## src/hdl/packet_arrival_statistics_macros.svh

```systemverilog
// assertion macros used by the packet arrival statistics datapath
`ifndef PACKET_ARRIVAL_STATISTICS_MACROS_SVH
`define PACKET_ARRIVAL_STATISTICS_MACROS_SVH

// same-cycle implication, checked while out of reset
`define PAS_ASSERT_IMP(lbl, ante, cons) \
    lbl: assert property (@(posedge aclk) disable iff (!aresetn) (ante) |-> (cons)) \
        else $error("pas same-cycle check failed");

// next-cycle implication, checked while out of reset
`define PAS_ASSERT_NEXT(lbl, ante, cons) \
    lbl: assert property (@(posedge aclk) disable iff (!aresetn) (ante) |=> (cons)) \
        else $error("pas next-cycle check failed");

`endif

```

## src/hdl/pas_pkg.sv

```systemverilog
// package with constants, types and helpers of the packet arrival statistics block
package pas_pkg;

    localparam int TIME_WIDTH    = 48;
    localparam int COUNT_WIDTH   = 32;
    localparam int FRAC_BITS     = 16;
    localparam int LEN_WIDTH     = 16;
    localparam int SUM_WIDTH     = 64;
    localparam int OUT_WIDTH     = 32;
    localparam int HALF_WIDTH    = 32;
    localparam int NUM_WIDTH     = COUNT_WIDTH + SUM_WIDTH;
    localparam int DIV_WIDTH     = 2 * SUM_WIDTH;
    localparam int ITER_WIDTH    = $clog2(DIV_WIDTH + 1);
    localparam int ROOT_STEPS    = SUM_WIDTH / 2;
    localparam int ROOT_CNT_W    = $clog2(ROOT_STEPS + 1);
    localparam int MUL_STEPS     = 6;
    localparam int MUL_CNT_W     = 3;
    localparam int BITS_WIDTH    = LEN_WIDTH + 3;
    localparam int S_TDATA_WIDTH = 2 * TIME_WIDTH + LEN_WIDTH;
    localparam int M_TDATA_WIDTH = COUNT_WIDTH + 2 * TIME_WIDTH + 2 * OUT_WIDTH;

    typedef enum logic [1:0] {
        DIV_COEF,
        DIV_THR,
        DIV_MDLY,
        DIV_MIA
    } div_sel_t;

    typedef enum logic [3:0] {
        ST_IDLE,
        ST_SQUARE,
        ST_ACCUM,
        ST_MUL,
        ST_COEF_GO,
        ST_COEF_WAIT,
        ST_SQRT_GO,
        ST_SQRT_WAIT,
        ST_THR_GO,
        ST_THR_WAIT,
        ST_MDLY_GO,
        ST_MDLY_WAIT,
        ST_MIA_GO,
        ST_MIA_WAIT,
        ST_EMIT
    } state_t;

    typedef struct packed {
        logic                 load;
        logic                 square;
        logic                 accum;
        logic                 mul_en;
        logic [MUL_CNT_W-1:0] mul_cnt;
        logic                 div_start;
        div_sel_t             div_sel;
        logic                 sqrt_start;
        logic                 emit;
    } pas_cmd_t;

    typedef struct packed {
        logic div_done;
        logic sqrt_done;
        logic coef_ok;
        logic arr_nz;
        logic out_free;
    } pas_status_t;

    function automatic logic [SUM_WIDTH-1:0] sat_add(input logic [SUM_WIDTH-1:0] a,
                                                     input logic [SUM_WIDTH-1:0] b);
        logic [SUM_WIDTH:0] s;
        s = {1'b0, a} + {1'b0, b};
        return s[SUM_WIDTH] ? {SUM_WIDTH{1'b1}} : s[SUM_WIDTH-1:0];
    endfunction

endpackage

```

## src/hdl/pas_ctrl.sv

```systemverilog
// controller: sequences update, multiply, divisions and square root for one packet
module pas_ctrl (
    input  logic                 aclk,
    input  logic                 aresetn,
    input  logic                 s_tvalid,
    output logic                 s_tready,
    input  pas_pkg::pas_status_t status,
    output pas_pkg::pas_cmd_t    cmd
);
    import pas_pkg::*;

    state_t               state_reg, state_next;
    logic [MUL_CNT_W-1:0] mul_cnt_reg, mul_cnt_next;

    always_ff @(posedge aclk) begin
        if (!aresetn) begin
            state_reg   <= ST_IDLE;
            mul_cnt_reg <= '0;
        end else begin
            state_reg   <= state_next;
            mul_cnt_reg <= mul_cnt_next;
        end
    end

    always_comb begin
        state_next     = state_reg;
        mul_cnt_next   = mul_cnt_reg;
        s_tready       = 1'b0;
        cmd            = '0;
        cmd.mul_cnt    = mul_cnt_reg;
        cmd.div_sel    = DIV_COEF;
        case (state_reg)
            ST_IDLE: begin
                s_tready = 1'b1;
                if (s_tvalid) begin
                    cmd.load   = 1'b1;
                    state_next = ST_SQUARE;
                end
            end
            ST_SQUARE: begin
                cmd.square = 1'b1;
                state_next = ST_ACCUM;
            end
            ST_ACCUM: begin
                cmd.accum    = 1'b1;
                mul_cnt_next = '0;
                state_next   = ST_MUL;
            end
            ST_MUL: begin
                cmd.mul_en   = 1'b1;
                mul_cnt_next = mul_cnt_reg + 1'b1;
                if (mul_cnt_reg == MUL_CNT_W'(MUL_STEPS)) begin
                    state_next = ST_COEF_GO;
                end
            end
            ST_COEF_GO: begin
                cmd.div_sel = DIV_COEF;
                if (status.coef_ok) begin
                    cmd.div_start = 1'b1;
                    state_next    = ST_COEF_WAIT;
                end else begin
                    state_next = ST_THR_GO;
                end
            end
            ST_COEF_WAIT: begin
                cmd.div_sel = DIV_COEF;
                if (status.div_done) begin
                    state_next = ST_SQRT_GO;
                end
            end
            ST_SQRT_GO: begin
                cmd.sqrt_start = 1'b1;
                state_next     = ST_SQRT_WAIT;
            end
            ST_SQRT_WAIT: begin
                if (status.sqrt_done) begin
                    state_next = ST_THR_GO;
                end
            end
            ST_THR_GO: begin
                cmd.div_sel = DIV_THR;
                if (status.arr_nz) begin
                    cmd.div_start = 1'b1;
                    state_next    = ST_THR_WAIT;
                end else begin
                    state_next = ST_MDLY_GO;
                end
            end
            ST_THR_WAIT: begin
                cmd.div_sel = DIV_THR;
                if (status.div_done) begin
                    state_next = ST_MDLY_GO;
                end
            end
            ST_MDLY_GO: begin
                cmd.div_sel   = DIV_MDLY;
                cmd.div_start = 1'b1;
                state_next    = ST_MDLY_WAIT;
            end
            ST_MDLY_WAIT: begin
                cmd.div_sel = DIV_MDLY;
                if (status.div_done) begin
                    state_next = ST_MIA_GO;
                end
            end
            ST_MIA_GO: begin
                cmd.div_sel   = DIV_MIA;
                cmd.div_start = 1'b1;
                state_next    = ST_MIA_WAIT;
            end
            ST_MIA_WAIT: begin
                cmd.div_sel = DIV_MIA;
                if (status.div_done) begin
                    state_next = ST_EMIT;
                end
            end
            ST_EMIT: begin
                if (status.out_free) begin
                    cmd.emit   = 1'b1;
                    state_next = ST_IDLE;
                end
            end
            default: begin
                state_next = ST_IDLE;
            end
        endcase
    end

endmodule

```

## config.mk

```make
export PLATFORM = sky130hd
export DESIGN_NAME = pas_ctrl
export DESIGN_NICKNAME = d
export VERILOG_FILES = /design/src/hdl/packet_arrival_statistics_macros.svh /design/src/hdl/pas_pkg.sv /design/src/hdl/pas_ctrl.sv
export SDC_FILE = /design/constraint.sdc
export NUM_CORES = 1
export LEC_CHECK = 0
export CAP_MARGIN = 15
export CORE_MARGIN = 2
export CORE_UTILIZATION = 40
export DETAILED_ROUTE_END_ITERATION = 8
export DONT_BUFFER_PORTS = 1
export HOLD_SLACK_MARGIN = 0.06
export PLACE_DENSITY = 0.62
export SYNTH_ARGS = -nofsm -noshare
export SYNTH_HDL_FRONTEND = slang
export SYNTH_SLANG_ARGS = --single-unit
```

## constraint.sdc

```tcl
create_clock -name aclk -period 1.98 [get_ports aclk]
set_input_delay 0.198 -clock aclk [delete_from_list [all_inputs] [get_ports aclk]]
set_output_delay 0.198 -clock aclk [all_outputs]
set_load 0.05 [all_outputs]
```

Word level (Yosys, flattened, before mapping)
Cells that the tools add are included.

word-level totals
  flip-flop bits (word level) = 7
  bits of input ports = 8
  output and inout bits = 13
  logic and storage cells = 58

cells by class
  add/sub/neg operators = 1
  equal/unequal tests = 23
  muxes and demuxes = 25
  reduce and logical (&&, ||, !) cells = 7

operators with widths
  operator                                                          count
  4-bit one-hot mux with 15 select lines                            1
  4-bit 2-to-1 mux                                                  9
  4-bit == test (second input constant)                             7
  4-bit by 3-bit == test with 1-bit output (second input constant)  4
  2-bit inequality test (second input constant)                     8
  1-bit 2-to-1 mux                                                  11
  4-bit by 2-bit == test with 1-bit output (second input constant)  2
  8-bit AND reduction                                               1
  2-bit OR reduction                                                4
  2-bit one-hot mux with 3 select lines                             1
  3-bit one-hot mux with 2 select lines                             1
  4-bit by 1-bit == test with 1-bit output (second input constant)  1
  4-bit zero test                                                   1
  3-bit by 1-bit adder with 3-bit output (second input constant)    1
  3-bit == test (second input constant)                             1
  1-bit one-hot mux with 3 select lines                             1
  2-bit 2-to-1 mux                                                  1
  2-bit nonzero test                                                1

Longest topological paths before layout
  word-level depth = 3
  depth in mapped cells = 6
  depth with buffers taken out = 6

Worst setup path before layout
OpenSTA, ideal clock, no wires.

  kind = flip-flop to output port
  start point = register state_reg[2]
  end point = output cmd[4] in the netlist's numbering
  arrival time = 3.153 ns
  required time = 1.782 ns
  slack = -1.371 ns
  stages on the path, launching flop included = 5
  path buffers = 2
  path through = dfxtp_1 > buf_2 > buf_4 > a21oi_1 > a2111oi_0

RTL lines
  element                 line            text
  from (decl)             pas_ctrl.sv:12  state_t state_reg, state_next;
  from (signal assigned)  pas_ctrl.sv:20  state_reg <= state_next;
  to (decl)               pas_ctrl.sv:8   output pas_pkg::pas_cmd_t cmd

==> metrics.txt <==
Die ar. 1793 µm²; post-cts gate resize count 0; CTS sink count 7; worst path buffer plus inverter count 1; root buffer cell clkbuf_4; Post-synth EDFFs 0; Routability Congestion 0.8184; synth-to-layout area growth 30.64%; GRT overflow 0; Setup crit end cmd[8]; 1st-pass router iterations 4; most frequent cells after synthesis 9 x nand2_1, 9 x nor2_1, 7 x dfxtp_1; Hold Vio Cnt, Final 0; internal reg-to-reg setup slack 320 ps; Yosys top cell area share 0.2383; synth warn 0; largest area contributor in the synthesized netlist dfxtp_1; Tightest Pin Transition ~560 ps; n_diodes 0; crit-path cells nand2b_1 -> or2_4 -> nor2_1 -> buf_4; Worst R2R Start state_reg[0]; unrepaired setup endpoints after global routing no; worst skew pair latency between 200 and 300 ps; WL final 1.465 mm; Avg Cell Area, Syn between 7 and 8 µm²; Tightest Hold Check Type input port to flop; row count 13; cell area after synthesis around 600 µm²; crit path launch type flop; final setup fails 0; CP arrival around 1700 ps; final clock skew slightly below 7 ps; post-layout min period between 1500 and 2000 ps; cell area power density about 1200 nW/µm²; Post-Syn Nets about 90; CP Depth 4; max reg flops 4; CTS max path bufs 2; slowest stage delay, CP 450 ps; TritonCTS buffer count 3; nets roughly 110; Crit Path Max Fanout 13; DIE HEIGHT ~42 µm; CP endpoint kind primary output; final worst-path cycle share 0.9340; H-tree depth 1; per-cell routed wire length ~13 µm; Slew Limit Fails 0; Residual DRC 0; initial antenna violation count 0; synth top area cells dfxtp_1 24%, mux2i_1 8.5%, nand2_1 5.7%; Design Power ~940 µW; FFs w/ async S/R, synth 0; FF-to-FF End state_reg[0]; Vias/cell approximately 6; Reg clk slew, reported paths 60 ps; hpwl dp 1.067 mm; Core ar. 1334 µm²; CTS tree built; Leak Pwr 0.3152 nW; Post-Syn Instances 81; CP Launch Point state_reg[3]; Synth Register Bits 7; slew margin rel. 0.6261; crit path max-delay cell type dfxtp_1; Netlist cell types 34; first-pass GRT wire length 2.242 mm; routed via count roughly 670; Setup WS pre-CTS roughly 360 ps; initial DRC count 34; Setup Total Neg Slack 0 ps; max_cap viols 0; port bufs 0; Initial Util 0.4409; Worst IR Drop VDD approximately 0.00069 V; status finished, final reports clean; Crit path max-delay family simple AND/OR/NAND/NOR gates; die width ~42 µm; PnR worst setup slack ~130 ps; Final ANT Viol Nets 0; R2R depth 5; CP required between 1500 and 2000 ps; post-synthesis sequential area ratio 0.2383; crit path kind flop to primary output; Total GRT Usage 0.1611; Highest Clock Rate 0.5407 GHz; share of layout cells above drive strength 1 0.2813; io pins 21; Hold Path Origin aresetn; Synth Flop Type dfxtp_1; largest net degree at the start of global routing 15; vias in the first global route between 500 and 600
-- area by class of cell --
class                      instances  area [µm²]
fill                             116       565.5
inverter                           4       15.01
multi-input combinational         64       424.2
clock buffer                       3       22.52
timing repair buffer              17       142.6
tap                               15       18.77
sequential                         7       140.1
clock inverter                     1       5.005
-- logic make-up after synthesis --
logic type,Yosys count,synth area share
AOI/OAI and AO/OA,20,0.2383
adders and majority gates,2,0.04255
buffers and inverters,10,0.08725
DFF,7,0.2383
muxes,5,0.08511
and+or+nand+nor,37,0.3085
-- cell usage in the layout (no fill, tap or decap), types with 3 or more instances in the layout --
cell	instances
dfxtp_1	7
nor2_1	9
buf_4	15
nand2_1	9
clkbuf_4	3
o21ai_0	3
mux2i_1	5
nand2b_1	3
nor3_1	5
-- routing by layer --
layer  GRT usage  up-vias  wire [µm]
li1            -      323          -
met1      0.2082      309        639
met2      0.2400       36        655
met3     0.07759        0        170
met4     0.03750        0          0
met5           0        -          0
-- worst min path at each step --
| stage | depth (start not counted) | slack [ps] | endpoint |
|---|---|---|---|
| final | 2 | 80 | state_reg[3] |
| after global routing | 1 | 80 | mul_cnt_reg[1] |
| after CTS | 1 | 70 | mul_cnt_reg[0] |
| after global placement | 1 | 320 | mul_cnt_reg[2] |
| after detailed placement | 1 | 330 | mul_cnt_reg[2] |
| after floorplan | 3 | 430 | state_reg[2] |
-- metrics by stage --
| stage | area, µm² | hold slack [ps] | util | cells |
|---|---|---|---|---|
| 2_1_floorplan | 615.6 | 431.6 | - | 81 |
| 3_3_place_gp | 730.7 | 323.1 | 0.5478 | 106 |
| 3_5_place_dp | 730.7 | 326.8 | 0.5478 | 106 |
| 4_1_cts | 758.2 | 65.36 | 0.5685 | 110 |
| 5_1_grt | 768.2 | 78.83 | 0.5760 | 111 |
| 6_report | 768.2 | 82.12 | 0.5760 | 111 |
-- what timing repair did --
| item | in CTS | in global routing |
|---|---|---|
| buffers inserted | 0 | 0 |
| endpoints found under the setup margin | 0 | 0 |
| hold endpoints to repair | 0 | 2 |
| hold buffers | 0 | 1 |
-- report_power, final --
part | total [mW] | leakage, nW | switching [mW] | internal, mW
Combinational | 0.574 | 0.241 | 0.355 | 0.219
Clock | 0.131 | 0.0177 | 0.0570 | 0.0740
Sequential | 0.237 | 0.0569 | 0.0715 | 0.165
Total | 0.942 | 0.315 | 0.484 | 0.459
Power figures use the tool's default switching activity.
